--- src/design/ffl_pkg.sv ---
`timescale 1ns / 1ps
// ----------------------------------------------------------------------------
// First-fit allocator package
// Types, constants and small helper functions shared by the allocator.
// ----------------------------------------------------------------------------
package ffl_pkg;

  localparam int unsigned ArenaBytes   = 1024;
  localparam int unsigned GranuleBytes = 16;
  localparam int unsigned MaxGranules  = ArenaBytes / GranuleBytes;
  localparam int unsigned IdxW         = $clog2(MaxGranules);
  localparam int unsigned LinkW        = IdxW + 1;

  localparam logic [LinkW-1:0] NO_LINK = LinkW'(MaxGranules);
  localparam logic [LinkW-1:0] MIN_GRANULES = LinkW'(2);

  localparam logic CMD_ALLOC = 1'b0;
  localparam logic CMD_FREE  = 1'b1;

  typedef struct packed {
    logic        command;
    logic [10:0] request_bytes;
    logic [9:0]  release_address;
  } in_word_t;

  typedef struct packed {
    logic [9:0] block_address;
    logic       granted;
  } out_word_t;

  typedef struct packed {
    logic [LinkW-1:0] size;
    logic [LinkW-1:0] next;
  } entry_t;

  function automatic logic [LinkW-1:0] follow(input logic [LinkW-1:0] nx,
                                              input logic [LinkW-1:0] gran);
    return (nx < gran) ? nx : NO_LINK;
  endfunction

  function automatic logic [LinkW-1:0] sat_size(input logic [LinkW+1:0] s,
                                                input logic [LinkW-1:0] gran);
    return (s > {2'b00, gran}) ? gran : s[LinkW-1:0];
  endfunction

endpackage

--- src/design/first_fit_free_list_allocator.sv ---
`timescale 1ns / 1ps
// ----------------------------------------------------------------------------
// First-fit free-list allocator with coalescing
// Address-ordered free list in a granule-indexed table, first-fit allocate
// with splitting, and free with merging of both neighbours.
// ----------------------------------------------------------------------------
// An allocate reads one list entry per step of the walk, then writes back the
// chosen entry and its predecessor; a free walks the list with a read and a
// compare per entry, then reads the freed block and its successor and writes
// back the freed block and its predecessor. Refused and ignored words skip the walk.
// One word is in flight at a time; the result is held until it is taken.
// After reset, and after each write of arena_bytes, the arena is written as one free block.
module first_fit_free_list_allocator (
  input  logic              clk_i,
  input  logic              rst_ni,
  input  logic              in_valid_i,
  output logic              in_ready_o,
  input  ffl_pkg::in_word_t in_data_i,
  output logic              out_valid_o,
  input  logic              out_ready_i,
  output ffl_pkg::out_word_t out_data_o,
  input  logic              cfg_we_i,
  input  logic [10:0]       cfg_wdata_i
);

  localparam int unsigned LW = ffl_pkg::LinkW;
  localparam int unsigned IW = ffl_pkg::IdxW;

  typedef enum logic [3:0] {
    S_INIT, S_IDLE, S_A_WALK, S_A_WCUR, S_A_WPRV, S_F_CHK, S_F_RD,
    S_F_RDND, S_F_RDNX, S_F_WND, S_F_WPR, S_OUT
  } state_e;

  state_e             state_q, state_d;
  logic [LW-1:0]      gran_q, gran_d;
  logic [LW-1:0]      head_q, head_d;
  logic [LW:0]        need_q, need_d;
  logic [IW-1:0]      nd_q, nd_d;
  logic [LW-1:0]      cur_q, cur_d;
  logic [LW-1:0]      prev_q, prev_d;
  logic [LW-1:0]      steps_q, steps_d;
  logic [LW-1:0]      link_q, link_d;
  ffl_pkg::entry_t    prev_ent_q, prev_ent_d;
  ffl_pkg::entry_t    nd_ent_q, nd_ent_d;
  ffl_pkg::entry_t    wr_q, wr_d;
  ffl_pkg::out_word_t out_q, out_d;

  ffl_pkg::entry_t    mem [ffl_pkg::MaxGranules];
  ffl_pkg::entry_t    rdata;
  logic               mem_en, mem_we;
  logic [IW-1:0]      mem_addr;
  ffl_pkg::entry_t    mem_wdata;

  logic [11:0]        req_sum;
  logic [6:0]         cfg_g;
  logic [LW+1:0]      sum_a, sum_b;
  logic [LW-1:0]      fc;
  logic               split;

  always_ff @(posedge clk_i) begin
    if (mem_en) begin
      if (mem_we) begin
        mem[mem_addr] <= mem_wdata;
      end else begin
        rdata <= mem[mem_addr];
      end
    end
  end

  always_comb begin
    state_d    = state_q;
    gran_d     = gran_q;
    head_d     = head_q;
    need_d     = need_q;
    nd_d       = nd_q;
    cur_d      = cur_q;
    prev_d     = prev_q;
    steps_d    = steps_q;
    link_d     = link_q;
    prev_ent_d = prev_ent_q;
    nd_ent_d   = nd_ent_q;
    wr_d       = wr_q;
    out_d      = out_q;
    mem_en     = 1'b0;
    mem_we     = 1'b0;
    mem_addr   = '0;
    mem_wdata  = '0;
    req_sum    = {1'b0, in_data_i.request_bytes} + 12'(ffl_pkg::GranuleBytes - 1);
    cfg_g      = cfg_wdata_i[10:4];
    sum_a      = '0;
    sum_b      = '0;
    fc         = ffl_pkg::follow(rdata.next, gran_q);
    split      = 1'b0;

    unique case (state_q)
      S_INIT: begin
        mem_en    = 1'b1;
        mem_we    = 1'b1;
        mem_addr  = '0;
        mem_wdata = '{size: gran_q - LW'(1), next: ffl_pkg::NO_LINK};
        head_d    = '0;
        state_d   = S_IDLE;
      end
      S_IDLE: begin
        if (in_valid_i && !cfg_we_i) begin
          prev_d  = ffl_pkg::NO_LINK;
          steps_d = '0;
          if (in_data_i.command == ffl_pkg::CMD_ALLOC) begin
            need_d = req_sum[11:4];
            if (head_q < gran_q) begin
              cur_d    = head_q;
              mem_en   = 1'b1;
              mem_addr = head_q[IW-1:0];
              state_d  = S_A_WALK;
            end else begin
              out_d   = '0;
              state_d = S_OUT;
            end
          end else begin
            out_d.block_address = in_data_i.release_address;
            out_d.granted       = 1'b0;
            if (in_data_i.release_address[9:4] == '0 ||
                {1'b0, in_data_i.release_address[9:4] - IW'(1)} >= gran_q) begin
              state_d = S_OUT;
            end else begin
              nd_d    = in_data_i.release_address[9:4] - IW'(1);
              cur_d   = ffl_pkg::follow(head_q, gran_q);
              state_d = S_F_CHK;
            end
          end
        end
      end
      S_A_WALK: begin
        if (need_q > {1'b0, rdata.size}) begin
          if (steps_q >= gran_q || fc == ffl_pkg::NO_LINK) begin
            out_d   = '0;
            state_d = S_OUT;
          end else begin
            steps_d    = steps_q + LW'(1);
            prev_d     = cur_q;
            prev_ent_d = rdata;
            cur_d      = fc;
            mem_en     = 1'b1;
            mem_addr   = fc[IW-1:0];
          end
        end else begin
          sum_a = {2'b00, cur_q} + {1'b0, need_q} + (LW+2)'(1);
          split = ({2'b00, rdata.size} >= {1'b0, need_q} + (LW+2)'(2)) &&
                  (sum_a < {2'b00, gran_q});
          if (split) begin
            mem_en    = 1'b1;
            mem_we    = 1'b1;
            mem_addr  = sum_a[IW-1:0];
            mem_wdata = '{size: rdata.size - LW'(1) - need_q[LW-1:0], next: fc};
            link_d    = sum_a[LW-1:0];
            wr_d      = '{size: need_q[LW-1:0], next: sum_a[LW-1:0]};
          end else begin
            link_d    = fc;
            wr_d      = rdata;
          end
          state_d = S_A_WCUR;
        end
      end
      S_A_WCUR: begin
        mem_en    = 1'b1;
        mem_we    = 1'b1;
        mem_addr  = cur_q[IW-1:0];
        mem_wdata = wr_q;
        state_d   = S_A_WPRV;
      end
      S_A_WPRV: begin
        if (prev_q == ffl_pkg::NO_LINK) begin
          head_d = link_q;
        end else begin
          mem_en    = 1'b1;
          mem_we    = 1'b1;
          mem_addr  = prev_q[IW-1:0];
          mem_wdata = '{size: prev_ent_q.size, next: link_q};
        end
        sum_a = {2'b00, cur_q} + (LW+2)'(1);
        out_d.block_address = {sum_a[5:0], 4'b0000};
        out_d.granted       = 1'b1;
        state_d             = S_OUT;
      end
      S_F_CHK: begin
        mem_en = 1'b1;
        if (cur_q == ffl_pkg::NO_LINK || {1'b0, nd_q} < cur_q) begin
          mem_addr = nd_q;
          state_d  = S_F_RDND;
        end else if (steps_q >= gran_q) begin
          cur_d    = ffl_pkg::NO_LINK;
          mem_addr = nd_q;
          state_d  = S_F_RDND;
        end else begin
          steps_d  = steps_q + LW'(1);
          mem_addr = cur_q[IW-1:0];
          state_d  = S_F_RD;
        end
      end
      S_F_RD: begin
        prev_d     = cur_q;
        prev_ent_d = rdata;
        cur_d      = fc;
        state_d    = S_F_CHK;
      end
      S_F_RDND: begin
        nd_ent_d = rdata;
        if (cur_q == ffl_pkg::NO_LINK) begin
          wr_d    = '{size: rdata.size, next: ffl_pkg::NO_LINK};
          state_d = S_F_WND;
        end else begin
          mem_en   = 1'b1;
          mem_addr = cur_q[IW-1:0];
          state_d  = S_F_RDNX;
        end
      end
      S_F_RDNX: begin
        sum_a = {3'b000, nd_q} + {2'b00, nd_ent_q.size} + (LW+2)'(1);
        sum_b = {2'b00, nd_ent_q.size} + {2'b00, rdata.size} + (LW+2)'(1);
        if (sum_a == {2'b00, cur_q}) begin
          wr_d = '{size: ffl_pkg::sat_size(sum_b, gran_q), next: fc};
        end else begin
          wr_d = '{size: nd_ent_q.size, next: cur_q};
        end
        state_d = S_F_WND;
      end
      S_F_WND: begin
        mem_en    = 1'b1;
        mem_we    = 1'b1;
        mem_addr  = nd_q;
        mem_wdata = wr_q;
        sum_a = {2'b00, prev_q} + {2'b00, prev_ent_q.size} + (LW+2)'(1);
        sum_b = {2'b00, prev_ent_q.size} + {2'b00, wr_q.size} + (LW+2)'(1);
        out_d.granted = 1'b1;
        if (prev_q == ffl_pkg::NO_LINK) begin
          head_d  = {1'b0, nd_q};
          state_d = S_OUT;
        end else begin
          if (sum_a == (LW+2)'(nd_q)) begin
            wr_d = '{size: ffl_pkg::sat_size(sum_b, gran_q),
                     next: ffl_pkg::follow(wr_q.next, gran_q)};
          end else begin
            wr_d = '{size: prev_ent_q.size, next: {1'b0, nd_q}};
          end
          state_d = S_F_WPR;
        end
      end
      S_F_WPR: begin
        mem_en    = 1'b1;
        mem_we    = 1'b1;
        mem_addr  = prev_q[IW-1:0];
        mem_wdata = wr_q;
        state_d   = S_OUT;
      end
      S_OUT: begin
        if (out_ready_i) begin
          state_d = S_IDLE;
        end
      end
      default: state_d = S_IDLE;
    endcase

    if (cfg_we_i) begin
      if (cfg_g > 7'(ffl_pkg::MaxGranules)) begin
        gran_d = ffl_pkg::NO_LINK;
      end else if (cfg_g < 7'(ffl_pkg::MIN_GRANULES)) begin
        gran_d = ffl_pkg::MIN_GRANULES;
      end else begin
        gran_d = cfg_g[LW-1:0];
      end
      steps_d = '0;
      state_d = S_INIT;
    end
  end

  always_ff @(posedge clk_i or negedge rst_ni) begin
    if (!rst_ni) begin
      state_q    <= S_INIT;
      gran_q     <= ffl_pkg::NO_LINK;
      head_q     <= '0;
      need_q     <= '0;
      nd_q       <= '0;
      cur_q      <= ffl_pkg::NO_LINK;
      prev_q     <= ffl_pkg::NO_LINK;
      steps_q    <= '0;
      link_q     <= ffl_pkg::NO_LINK;
      prev_ent_q <= '0;
      nd_ent_q   <= '0;
      wr_q       <= '0;
      out_q      <= '0;
    end else begin
      state_q    <= state_d;
      gran_q     <= gran_d;
      head_q     <= head_d;
      need_q     <= need_d;
      nd_q       <= nd_d;
      cur_q      <= cur_d;
      prev_q     <= prev_d;
      steps_q    <= steps_d;
      link_q     <= link_d;
      prev_ent_q <= prev_ent_d;
      nd_ent_q   <= nd_ent_d;
      wr_q       <= wr_d;
      out_q      <= out_d;
    end
  end

  assign in_ready_o  = (state_q == S_IDLE) && !cfg_we_i;
  assign out_valid_o = (state_q == S_OUT);
  assign out_data_o  = out_q;

  a_gran_range: assert property (@(posedge clk_i) disable iff (!rst_ni)
    gran_q >= ffl_pkg::MIN_GRANULES && gran_q <= ffl_pkg::NO_LINK)
    else $error("Granule count out of range.");

  a_steps_bound: assert property (@(posedge clk_i) disable iff (!rst_ni)
    steps_q <= gran_q)
    else $error("List walk exceeded one pass over the arena.");

  a_head_link: assert property (@(posedge clk_i) disable iff (!rst_ni)
    head_q <= ffl_pkg::NO_LINK)
    else $error("Head of the free list holds an impossible link.");

  a_one_in_flight: assert property (@(posedge clk_i) disable iff (!rst_ni)
    (in_valid_i && in_ready_o) |=> !in_ready_o)
    else $error("A second word was taken while one is in flight.");

endmodule
--- config.mk ---
export PLATFORM = sky130hd
export DESIGN_NAME = first_fit_free_list_allocator
export DESIGN_NICKNAME = d
export VERILOG_FILES = /design/src/design/ffl_pkg.sv /design/src/design/first_fit_free_list_allocator.sv
export SDC_FILE = /design/constraint.sdc
export NUM_CORES = 1
export LEC_CHECK = 0
export BUFFER_PORTS_ARGS = -buffer_cell sky130_fd_sc_hd__buf_2
export CAP_MARGIN = 20
export CORE_MARGIN = 1.5
export CORE_UTILIZATION = 37
export DETAILED_ROUTE_END_ITERATION = 6
export PLACE_DENSITY = 0.57
export SYNTH_ARGS = -nofsm -noshare
export SYNTH_HDL_FRONTEND = slang
export SYNTH_SLANG_ARGS = --single-unit
--- constraint.sdc ---
create_clock -name clk_i -period 5.8 [get_ports clk_i]
set_input_delay 1.16 -clock clk_i [delete_from_list [all_inputs] [get_ports clk_i]]
set_output_delay 1.16 -clock clk_i [all_outputs]
set_load 0.005 [all_outputs]
## After elaboration in Yosys (flattened, before gate mapping)

Memory sizes are Yosys's and may differ from the RTL's. A register that Yosys moved wholly into a read port is not among the register bits.
Cells that the tools add are included.

| word-level totals | value |
|---|---|
| memories kept | 1 |
| register bits | 99 |
| RAM bits | 896 |
| output and inout port bits | 13 |
| input port bits | 38 |
| logic and storage cells | 215 |

Memory list:

| name | depth | bits a word | rd ports | clocked after memory_dff | wr ports | line | RTL |
|---|---|---|---|---|---|---|---|
| mem | 64 | 14 | 1 | 1 | 1 | first_fit_free_list_allocator.sv:48 | `ffl_pkg::entry_t mem [ffl_pkg::MaxGranules];` |

| cells by class | value |
|---|---|
| muxes and demuxes | 90 |
| bitwise operators | 4 |
| reduce and logical (&&, ||, !) cells | 36 |
| eq/ne operators | 38 |
| add/sub/neg operators | 18 |
| magnitude comparators | 13 |

Operators with widths:

| cell | number |
|---|---|
| two-way mux 7 bit | 27 |
| two-way mux 14 bit | 11 |
| case mux 14 bit (4 select lines) | 2 |
| case mux 7 bit (3 select lines) | 3 |
| two-way mux 6 bit | 10 |
| two-way mux 11 bit | 5 |
| case mux 6 bit (8 select lines) | 1 |
| case mux 4 bit (10 select lines) | 1 |
| adder 8 x 1 -> 9 bit (second input constant) | 4 |
| two-way mux 4 bit | 8 |
| case mux 10 bit (3 select lines) | 1 |
| case mux 14 bit (2 select lines) | 1 |
| case mux 7 bit (4 select lines) | 1 |
| != test 3 bit (second input constant) | 9 |
| adder 7 x 7 -> 8 bit | 3 |
| != test 2 bit (second input constant) | 11 |
| equality test 7 bit (second input constant) | 3 |
| < comparator 7 bit | 3 |
| > comparator 9 x 7 -> 1 bit | 2 |
| equality test 4 x 3 -> 1 bit (second input constant) | 4 |
| equality test 4 bit (second input constant) | 4 |
| two-way mux 1 bit | 16 |
| AND reduction 5 bit | 3 |
| subtractor 7 x 1 -> 7 bit (second input constant) | 2 |
| 43 further kinds | 64 |

## Depth between registers and ports, before layout

Gate-level depths: netlist of run 1.

| depth | value |
|---|---|
| word-level depth | 10 |
| mapped depth | 25 |
| depth with buffers taken out | 20 |

## Least setup slack after synthesis of run 1

Ideal clock, no wire load.

| timing | value |
|---|---|
| path kind | reg-to-reg |
| start | register cur_q[0] |
| end | memory mem[0][5] (netlist name) (data pin) |
| setup time | 0.702 ns |
| arrival time | 5.560 ns |
| period minus slack after synthesis | 6.261 ns |
| setup slack | -0.461 ns |
| required time | 5.098 ns |
| stages on the path, launching flop included | 18 |
| cell sequence | dfrtp_1 clkbuf_1 inv_1 ha_1 fa_1 nor2b_1 o31a_1 o21a_1 nor2_1 xnor2_1 ha_1 nand3_1 o21ai_0 and4b_1 nand3_1 clkbuf_1 clkbuf_1 o21ai_0 |

RTL lines:

| what | line | RTL |
|---|---|---|
| from (decl) | first_fit_free_list_allocator.sv:39 | `logic [LW-1:0] cur_q, cur_d;` |
| from (signal assigned) | first_fit_free_list_allocator.sv:283 | `cur_q <= ffl_pkg::NO_LINK;` |
| from (signal assigned) | first_fit_free_list_allocator.sv:297 | `cur_q <= cur_d;` |
| to (decl) | first_fit_free_list_allocator.sv:48 |  |

## Final worst setup path of run 1

| timing | value |
|---|---|
| start | register need_q[0] |
| end | register rdata[2] (netlist name) (data pin) |

| on the way | value |
|---|---|
| longest elaborated chain between the ends | 9 |
| elaborated cells between the ends (all ways) | 17 |

Ends and longest elaborated chain:

| what | line | RTL |
|---|---|---|
| from (decl) | first_fit_free_list_allocator.sv:37 | `logic [LW:0] need_q, need_d;` |
| from (signal assigned) | first_fit_free_list_allocator.sv:295 | `need_q <= need_d;` |
| adder 7 x 8 -> 9 bit | first_fit_free_list_allocator.sv:147 | `sum_a = {2'b00, cur_q} + {1'b0, need_q} + (LW+2)'(1);` |
| adder 9 x 1 -> 9 bit | first_fit_free_list_allocator.sv:147 |  |
| < comparator 9 x 7 -> 1 bit | first_fit_free_list_allocator.sv:149 | `(sum_a < {2'b00, gran_q});` |
| logical AND 1 bit | first_fit_free_list_allocator.sv:148 | `split = ({2'b00, rdata.size} >= {1'b0, need_q} + (LW+2)'(2)) &&` |
| two-way mux 1 bit (2 in a row) | n/a |  |
| case mux 1 bit (3 select lines) | n/a |  |
| NOT 1 bit (no line) | n/a |  |
| AND reduction 2 bit (no line) | n/a |  |
| to (signal assigned) | first_fit_free_list_allocator.sv:65 | `rdata <= mem[mem_addr];` |
| to (decl) | first_fit_free_list_allocator.sv:49 | `ffl_pkg::entry_t rdata;` |

Parallel ways exist; a longest one is shown, timed or not.
A chain may end at the register's enable or synchronous reset.

==> reports/qor.csv, run 1 <==
stage,metric,value,unit
synth,Synth Register Bits,1009,
floorplan,IO Pins,51,
route,ANT nets after route,0,
route,routed wire length,161000,um
route,WL/cell,29.0,um
timing,Slew headroom,23.2,%
setup_path,CP Buf/Inv Count,2,
global_route,number of global-route vias before repair,30400,
cts,"Reg clk slew, reported paths",0.06,ns
timing,Tmin final,5.67,ns
route,Vias/cell,5.80,
setup_path,Crit path max-delay family,compound AO/OA/AOI/OAI gates,
outcome,status,"complete, no violations",
synth,dominant synthesized flop cell,edfxtp_1,
synth,post-synthesis sequential area ratio,66.1,%
layout,Filler Cell Count,11200,
timing,Setup Total Neg Slack,0,ns
timing,"Hold Vio Cnt, Final",0,
synth,Post-Syn Nets,3683,
pwr,Final Power,25.3,mW
cts,Max H-tree Level,3,
cts,CTS Buf Count,107,
cts,CTS Root Cell,clkbuf_16,
layout,nets,4013,
setup_path,crit-path cells,inv_1 > ha_1 > fa_1 > nor2b_1 > o31a_1 > o21a_1 > nor2_1 > xnor2_1 > ha_1 > nand3_1 > o21ai_0 > and4b_1 > nand3_2 > o211a_1 > nand3_1 > buf_12 > a21oi_1 > o31a_1 > a2111oi_0 > o2111ai_1 > a211o_1,
setup_path,startpoint class of the critical path,register,
setup_path,CP max stage cell,a2111oi_0,
global_route,GRT Overall Usage,25.4,%
route,1st-iter DRT viols,4182,
route,vias,32200,
global_route,global route total overflow,0,
timing,# setup viols final,0,
floorplan,Die Y,352,um
synth,synthesized cell area,45100,um2
layout,fin util,44.5,%
cts,setup bufs post-CTS,0,
pwr,Worst VDD drop,352,uV
layout,share of cells above drive strength 1,17.2,%
setup_path,crit-path max FO,9,
placement,GPL Wtd Cong,0.978,
layout,Area Growth Syn to Fin,18.9,%
cts,CTS tree,built,
global_route,largest net degree at the start of global routing,65,
synth,Yosys cell types,86,
synth,Cells after Synth,3522,
global_route,first-pass GRT wire length,228000,um
floorplan,die area,124000,um2
setup_path,"Arr. time, crit path",6.14,ns
placement,Cell Count Post-Placement,5352,
pwr,Pwr per Cell Area,471,nW/um2
timing,RSZ-0062 raised after global routing,true,
timing,Slew @ Worst Pin,1.14,ns
cts,Bufs on Longest Clock Path,3,
timing,minimum hold slack,0.467,ns
timing,final worst clock skew,0.0785,ns
floorplan,starting density of the core,37.4,%
placement,DP Wirelength,109000,um
cts,CTS sink count,1009,
layout,n_diodes,0,
floorplan,Core ar.,120000,um2
synth,"Async S/R FF share, synth",9.81,%
layout,Post-Layout Cell Count,5555,
setup_path,crit end category,register,
global_route,antenna violations before repair,4,
min_path,Hold Crit Class,reg2reg,
setup_path,critical setup path kind,reg2reg,
synth,Yosys warnings,0,
timing,Tcrit/Tclk final,97.7,%
route,DRC,0,
timing,Achievable Freq,176,MHz
synth,number of enable flip-flop cells after synthesis,910,
floorplan,num rows,127,
cts,Worst-Skew Late Latency,0.75,ns
run,Max Cap Viol,0,
route,DRT Pass-1 Iters,7,
placement,Port-buffer cells,46,
pwr,static leakage,19.6,nW
timing,fin. max-slew vios,0,
synth,syn_area_per_cell,12.8,um2
setup_path,Critical Path RT,6.27,ns
floorplan,Die Wd,352,um
setup_path,largest stage delay on the critical path,0.78,ns
layout,area of the multi-input gates,14500,um2
layout,register area,29800,um2
-- metrics by stage --
stage,setup WS (ns),cell area (um2)
global route,-0.0205,53600
detailed placement,0.131,49900
floorplan,-0.461,45100
CTS,0.0859,53500
global placement,0.138,49900
finish,0.131,53600
-- layout by cell type (no fill, tap or decap), types with 11 or more instances in the layout --
master     count
o32ai_1       12
mux2i_1      127
nor3_1        39
nand3_1       99
a211o_1       12
o21a_1        12
o21ai_4       15
nor2_1       167
a21oi_1      290
a2111oi_0     11
buf_12        34
a22o_1        20
buf_2         45
nor2b_1       25
o221ai_1      13
a21o_1        23
o21ai_0      138
xnor2_1       36
o22ai_1       53
a221oi_1      37
o211ai_1      16
clkbuf_1      14
clkinv_2      21
nand2b_1      32
dfrtp_1       95
xor2_1        25
nand4_1       15
bufinv_16     15
mux2_2        52
buf_4        336
a31oi_1       23
a22oi_1       73
ha_1         117
clkbuf_16    108
o2bb2ai_1     22
nand2_1      526
edfxtp_1     910
clkinv_1      27
a211oi_1      42
inv_1         66
-- logic make-up (layout without fill, tap and decap cells) --
logic type               after synthesis  in the layout  share of synthesized area, %
multiplexers                         185            185                          4.29
adder cells (fa/ha/maj)              123            123                          3.51
flip-flops                          1009           1009                          66.1
XOR/XNOR                              62             62                          1.20
buffers and inverters                261            681                          2.39
AND/OR/NAND/NOR                      986            987                          9.61
AO/OA/AOI/OAI                        896            896                          12.9
-- registers in the layout (all words and copies together) (netlist names), 7 cells and up --
name,count
nd_ent_q,7
steps_q,7
mem,896
out_data_o,11
cur_q,7
head_q,7
prev_q,7
wr_q,14
need_q,8
rdata,14
link_q,7
prev_ent_q,7
gran_q,7
-- worst register-to-register path: cells and delay by family (launching register included) --
kind / cells / cell delay (ns)
AO/OA/AOI/OAI: 9 / 2.72
AND/OR/NAND/NOR: 6 / 1.01
adder cells (fa/ha/maj): 3 / 0.92
flip-flops: 1 / 0.34
buffers and inverters: 2 / 0.25
XOR/XNOR: 1 / 0.21
-- final cells by class --
| class | count | area share (%) |
|---|---|---|
| Clock buffer | 124 | 5.19 |
| Inverter | 66 | 0.462 |
| Multi-Input combinational cell | 2253 | 27.0 |
| Sequential cell | 1009 | 55.6 |
| Timing Repair Buffer | 415 | 6.40 |
| Tap cell | 1612 | 3.76 |
| Clock inverter | 76 | 1.56 |
-- cells in the mapped netlist, drive strengths merged (22+ instances only) --
master / instances / share of area, %
mux2: 57 / 1.4
edfxtp: 910 / 61
nand2b: 32 / 0.44
a31oi: 23 / 0.32
nand3: 100 / 1.1
a211oi: 44 / 0.76
nor2: 172 / 1.4
nor2b: 25 / 0.35
a221oi: 37 / 0.72
a21oi: 292 / 3.2
a21o: 23 / 0.38
xor2: 25 / 0.49
nand2: 527 / 4.4
inv: 66 / 0.55
buf: 90 / 0.97
nor3: 43 / 0.50
mux2i: 127 / 2.8
o22ai: 54 / 0.75
xnor2: 37 / 0.72
o21ai: 157 / 1.7
o2bb2ai: 22 / 0.43
a22oi: 73 / 1.2
ha: 117 / 3.2
clkbuf: 105 / 0.87
dfrtp: 95 / 5.3
-- where the power goes --
| part | internal (mW) | switching (mW) | total [mW] |
|---|---|---|---|
| Sequential | 9.11 | 0.363 | 9.47 |
| Clock | 4.11 | 2.99 | 7.10 |
| Combinational | 2.87 | 5.82 | 8.69 |
| Total | 16.1 | 9.17 | 25.3 |
-- final timing paths --
path | start | end | slack, ns | cells past startpoint
worst min-delay path | link_q[6]$_DFFE_PN1P_ | link_q[6]$_DFFE_PN1P_ | 0.47 | 2
worst max register to register | need_q[0]$_DFFE_PN0P_ | rdata[2]$_DFFE_PP_ | 0.13 | 21
worst max-delay path | need_q[0]$_DFFE_PN0P_ | rdata[2]$_DFFE_PP_ | 0.13 | 21
min in group asynchronous | rst_ni | cur_q[2]$_DFFE_PN0P_ | 0.57 | 1
worst min register to register | link_q[6]$_DFFE_PN1P_ | link_q[6]$_DFFE_PN1P_ | 0.47 | 2
max in group asynchronous | rst_ni | steps_q[6]$_DFFE_PN0P_ | 4.12 | 2
-- timing repair --
item | in CTS | in global routing
hold buffers | 0 | 0
resized for setup | 0 | 7
setup endpoints to repair | 0 | 12
endpoints found under the hold margin | 0 | 0
-- layer usage --
layer / up-vias / track usage, % / part of all wire [%]
met3: 318 / 3.80 / 8.7
met4: 2 / 10.1 / 4.4
met1: 16100 / 34.8 / 41
met2: 1664 / 40.4 / 46
met5: - / 0 / 0.0081
li1: 14100 / - / -
(Power assumes the default switching activity.)
==> run 2: changes to the inputs <==
PLACE_DENSITY = 0.55   (was 0.57)
clock period = 5.6 ns   (was 5.8 ns; I/O delays follow)
==> reports/qor.csv, run 2 (same netlist as run 1, synthesis figures left out) <==
stage,metric,value,unit
setup_path,RR Endpoint,rdata[0]$_DFFE_PP_,
setup_path,CP Buf/Inv Count,5,
pwr,Sw Pwr,9.55,mW
layout,Area Growth Syn to Fin,19.7,%
setup_path,R2R cell count,17,
global_route,first-pass GRT wire length,232000,um
cts,Max H-tree Level,3,
pwr,Seq pwr share,37.4,%
min_path,Hold Crit Class,in2async,
timing,Setup Total Neg Slack,0,ns
pwr,Pwr per Cell Area,485,nW/um2
layout,Reg with most FFs,mem,
timing,Tmin final,5.59,ns
cts,cts hold-fix bufs,0,
layout,area of the multi-input gates,14600,um2
layout,fin area,54000,um2
timing,RSZ-0062 raised after global routing,false,
route,vias,32400,
setup_path,crit-path cells,inv_1 > ha_1 > a2111oi_0 > o21a_1 > o21ba_2 > mux2i_1 > or3b_4 > buf_12 > nor2_4 > buf_12 > buf_4 > o2bb2ai_1 > a22oi_1 > o21ai_0 > a2111oi_2 > buf_4 > nand3_1,
pwr,static leakage,19.8,nW
placement,Cell Count Post-Placement,5391,
layout,Filler Cell Count,11200,
setup_path,WP depth,17,
pwr,clock share of power,26.8,%
placement,Port-buffer cells,46,
setup_path,CP endpoint,rdata[0]$_DFFE_PP_,
cts,CTS sink count,1009,
pwr,Internal Power,16.6,mW
pwr,Gate power share,35.7,%
global_route,number of global-route vias before repair,31100,
route,DRC,0,
cts,"Reg clk slew, reported paths",0.06,ns
floorplan,Die Wd,352,um
timing,Achievable Freq,179,MHz
layout,Top Registers,"mem: 896 flops, rdata: 14 flops, wr_q: 14 flops",
floorplan,Core ar.,120000,um2
route,ANT nets after route,0,
global_route,antenna violations before repair,5,
cts,Bufs on Longest Clock Path,3,
floorplan,die area,124000,um2
route,1st-iter DRT viols,4132,
pwr,Worst VDD drop,425,uV
timing,final worst clock skew,0.0712,ns
layout,most frequent cells in the layout,"910 x edfxtp_1, 526 x nand2_1, 364 x buf_4",
setup_path,CP max stage cell,mux2i_1,
layout,nets,4055,
layout,max reg flops,896,
floorplan,num rows,127,
setup_path,reg2reg start,gran_q[4]$_DFFE_PN0P_,
timing,Tcrit/Tclk final,99.8,%
pwr,Sw Share,36.5,%
timing,fin. max-slew vios,0,
global_route,global route total overflow,0,
cts,CTS Buf Count,106,
setup_path,Worst setup startpoint,gran_q[4]$_DFFE_PN0P_,
global_route,GRT Overall Usage,25.8,%
layout,Post-Layout Cell Count,5593,
route,WL/cell,29.2,um
setup_path,largest stage delay on the critical path,0.70,ns
setup_path,R2R Setup Slk,0.01,ns
setup_path,crit-path max FO,13,
setup_path,critical setup path kind,reg2reg,
route,Vias/cell,5.80,
setup_path,"Arr. time, crit path",6.04,ns
placement,DP Wirelength,109000,um
layout,"most common cell after layout, fill and taps aside",edfxtp_1,
global_route,largest net degree at the start of global routing,65,
timing,Slew headroom,24.1,%
placement,GPL Wtd Cong,0.954,
setup_path,crit end category,register,
run,Max Cap Viol,0,
setup_path,Critical Path RT,6.05,ns
floorplan,starting density of the core,37.4,%
cts,CTS tree,built,
layout,share of cells above drive strength 1,18.0,%
layout,register area,29800,um2
setup_path,startpoint class of the critical path,register,
timing,"Hold Vio Cnt, Final",0,
timing,Slew @ Worst Pin,1.13,ns
route,routed wire length,163000,um
placement,Post-DP Area,50300,um2
floorplan,IO Pins,51,
timing,# setup viols final,0,
floorplan,Die Y,352,um
setup_path,Crit path max-delay family,compound AO/OA/AOI/OAI gates,
cts,CTS Root Cell,clkbuf_16,
cts,Worst-Skew Late Latency,0.76,ns
route,DRT Pass-1 Iters,6,
outcome,status,"complete, no violations",
-- run 2: cell count changes in the layout (fill, tap and decap cells not counted), sizes merged --
cell / change
buf: +42
bufinv: -6
clkbuf: +13
clkinv: -9
clkinvlp: -4
diode: +1
or3b: +1
-- run 2: worst min-delay path by stage --
stage	from	endpoint	slack, ns	depth (start not counted)
6_report	rst_ni	wr_q[11]$_DFFE_PN0P_	0.41	1
3_3_place_gp	link_q[6]$_DFFE_PN1P_	link_q[6]$_DFFE_PN1P_	0.47	2
2_1_floorplan	link_q[6]$_DFFE_PN1P_	link_q[6]$_DFFE_PN1P_	0.44	2
4_1_cts	rst_ni	wr_q[11]$_DFFE_PN0P_	0.41	1
5_1_grt	rst_ni	wr_q[11]$_DFFE_PN0P_	0.45	1
3_5_place_dp	link_q[6]$_DFFE_PN1P_	link_q[6]$_DFFE_PN1P_	0.48	2
-- run 2: final cells by class --
class	count	share of cell area, %
repair buffers	457	7.20
clock buffers	137	5.23
clock inverters	57	1.10
flip-flops and latches	1009	55.2
multi-input cells	2254	27.0
well taps	1612	3.74
inverters	66	0.459
diodes	1	0.00464
-- run 2: stage by stage --
stage               utilization (%)  hold slack [ns]  setup WS [ns]  total power, mW
finish                         44.8            0.413         0.0108             26.2
global route                   44.8            0.451        0.00619             27.1
CTS                            44.6            0.407        0.00235             26.1
detailed placement             41.8            0.481         -0.421             19.0
global placement               41.8            0.472         -0.480             19.0
floorplan                         -            0.442         -0.661             14.7
-- run 2: metal layers --
metal | global-route usage (%) | wire, um | vias to the layer above
met3 | 4.24 | 12700 | 310
met5 | 0 | 12 | -
met1 | 35.0 | 67400 | 16400
li1 | - | - | 14200
met4 | 10.3 | 7360 | 2
met2 | 41.3 | 75600 | 1549
-- run 2: power groups by stage --
stage	combinational (mW)	clock [mW]	sequential [mW]
2_1_floorplan	4.70	0	9.96
3_3_place_gp	9.04	0	9.94
3_5_place_dp	9.09	0	9.94
4_1_cts	9.14	7.13	9.79
5_1_grt	9.89	7.39	9.83
6_report	9.36	7.03	9.79
-- run 2: what timing repair did --
| item | CTS | global route |
|---|---|---|
| hold endpoints to repair | 0 | 0 |
| cloned | 0 | 2 |
| resized for setup | 4 | 30 |
| endpoints found under the setup margin | 3 | 75 |
| buffers inserted | 0 | 4 |
| pin swaps | 0 | 6 |
==> run 3: changes to the inputs <==
CORE_UTILIZATION = 38   (was 37)
PLACE_DENSITY = 0.57   (was 0.55)
==> reports/qor.csv, run 3 (same netlist as run 1, synthesis figures left out) <==
stage,metric,value,unit
cts,Max H-tree Level,3,
pwr,Final Power,26.2,mW
global_route,number of global-route vias before repair,31300,
setup_path,critical setup path kind,reg2reg,
route,ANT nets after route,0,
floorplan,Core ar.,118000,um2
layout,share of cells above drive strength 1,19.2,%
floorplan,die area,121000,um2
cts,CTS tree,built,
route,WL/cell,28.8,um
floorplan,IO Pins,51,
route,DRT Pass-1 Iters,6,
floorplan,Die Wd,347,um
layout,most frequent cells in the layout,"910 x edfxtp_1, 524 x nand2_1, 407 x buf_4",
floorplan,Die Y,347,um
floorplan,starting density of the core,38.3,%
min_path,Hold Crit Class,reg2reg,
cts,"Reg clk slew, reported paths",0.06,ns
layout,register area,29800,um2
route,Vias/cell,5.83,
cts,CTS Buf Count,106,
layout,Filler Cell Count,10500,
timing,"crit path setup slack, layout",0.174,ns
global_route,largest net degree at the start of global routing,65,
setup_path,"Arr. time, crit path",5.99,ns
timing,final worst clock skew,0.0736,ns
layout,Area Growth Syn to Fin,20.9,%
timing,# setup viols final,0,
layout,max reg flops,896,
cts,Worst-Skew Late Latency,0.75,ns
layout,area of the multi-input gates,14500,um2
timing,Tmin final,5.43,ns
timing,"Hold Vio Cnt, Final",0,
timing,RSZ-0062 raised after global routing,false,
timing,fin. max-slew vios,0,
global_route,GRT Overall Usage,26.4,%
placement,DP Wirelength,109000,um
floorplan,num rows,126,
layout,Reg with most FFs,mem,
route,DRC,0,
layout,nets,4113,
run,Max Cap Viol,0,
route,vias,32500,
timing,Tcrit/Tclk final,96.9,%
route,1st-iter DRT viols,3825,
global_route,antenna violations before repair,2,
layout,Top Registers,"mem: 896 flops, rdata: 14 flops, wr_q: 14 flops",
cts,CTS sink count,1009,
pwr,Pwr per Cell Area,480,nW/um2
timing,Slew headroom,23.4,%
pwr,static leakage,20.1,nW
setup_path,crit end category,register,
placement,Cell Count Post-Placement,5376,
cts,CTS Root Cell,clkbuf_16,
placement,Port-buffer cells,46,
outcome,status,"complete, no violations",
layout,Post-Layout Cell Count,5578,
placement,post-place setup slack,-0.209,ns
timing,Slew @ Worst Pin,1.14,ns
cts,Bufs on Longest Clock Path,3,
pwr,Worst VDD drop,347,uV
timing,minimum hold slack,0.474,ns
route,routed wire length,161000,um
timing,Setup Total Neg Slack,0,ns
placement,GPL Wtd Cong,0.975,
setup_path,startpoint class of the critical path,register,
setup_path,Critical Path RT,6.16,ns
timing,Achievable Freq,184,MHz
setup_path,crit-path max FO,12,
layout,"most common cell after layout, fill and taps aside",edfxtp_1,
cts,cts hold-fix bufs,0,
global_route,first-pass GRT wire length,230000,um
global_route,global route total overflow,0,
## run 3: cell types whose count changed in the layout (fill, tap and decap cells not counted), moves of 3 or more
cell,change
a2111oi_1,+3
buf_12,+17
buf_4,+43
clkbuf_1,-7
clkinv_2,+7
clkinvlp_4,+3
o21ai_0,+4
o21ai_1,-4
## run 3: layer usage
metal | routed length [um] | track usage, % | vias to the layer above
li1 | - | - | 14300
met1 | 66200 | 36.1 | 16300
met2 | 74100 | 41.7 | 1606
met3 | 12700 | 4.03 | 326
met4 | 7550 | 11.6 | 2
met5 | 10 | 0 | -
## run 3: path summary, 6_finish.rpt
path / startpoint / to / slack (ns) / cells past startpoint
min in group asynchronous: rst_ni / nd_ent_q[13]$_DFFE_PN0P_ / 0.50 / 1
worst min-delay path: link_q[6]$_DFFE_PN1P_ / link_q[6]$_DFFE_PN1P_ / 0.47 / 2
max in group asynchronous: rst_ni / head_q[1]$_DFFE_PN0P_ / 3.94 / 2
worst min register to register: link_q[6]$_DFFE_PN1P_ / link_q[6]$_DFFE_PN1P_ / 0.47 / 2
worst max-delay path: need_q[2]$_DFFE_PN0P_ / rdata[9]$_DFFE_PP_ / 0.17 / 22
worst max register to register: need_q[2]$_DFFE_PN0P_ / rdata[9]$_DFFE_PP_ / 0.17 / 22
## run 3: repair_timing
item                       in CTS  in global routing
gates resized for setup         0                 18
buffers inserted                4                  0
cloned                          0                  0
setup endpoints to repair       8                 22
pin swaps                       1                  0
## run 3: cell type report
class	count	area share, %
multi-input cells	2252	26.6
well taps	1536	3.53
clock inverters	68	1.22
clock buffers	129	5.10
diodes	1	0.00459
flip-flops and latches	1009	54.7
repair buffers	517	8.38
inverters	66	0.455
## run 3: stage by stage
step,util [%],instance area [um2]
floorplan,-,45100
global placement,43.2,50900
detailed placement,43.2,50900
CTS,46.2,54400
global route,46.3,54500
finish,46.3,54500
## run 3: worst max-delay path, stage by stage (launching register included)
cell and delay [ns]:
dfrtp_1 0.39, ha_1 0.35, a21oi_1 0.13, o21ai_0 0.13, a31oi_1 0.23, xor2_1 0.25
inv_1 0.09, ha_1 0.31, and3_1 0.15, nand3_1 0.07, o21ai_0 0.19, and4b_1 0.27
and4_1 0.24, nor3b_2 0.19, buf_4 0.22, buf_4 0.24, o21ai_1 0.14, buf_12 0.19
nor2_1 0.64, a221oi_1 0.21, a21oi_1 0.37, nor4_1 0.10, nand4_1 0.20
## run 3: power by group
part	switching, mW	total (mW)	leakage (nW)	internal (mW)
Clock	3.07	7.03	1.67	3.96
Sequential	0.336	9.77	9.53	9.44
Combinational	6.02	9.38	8.94	3.35
Total	9.43	26.2	20.1	16.8
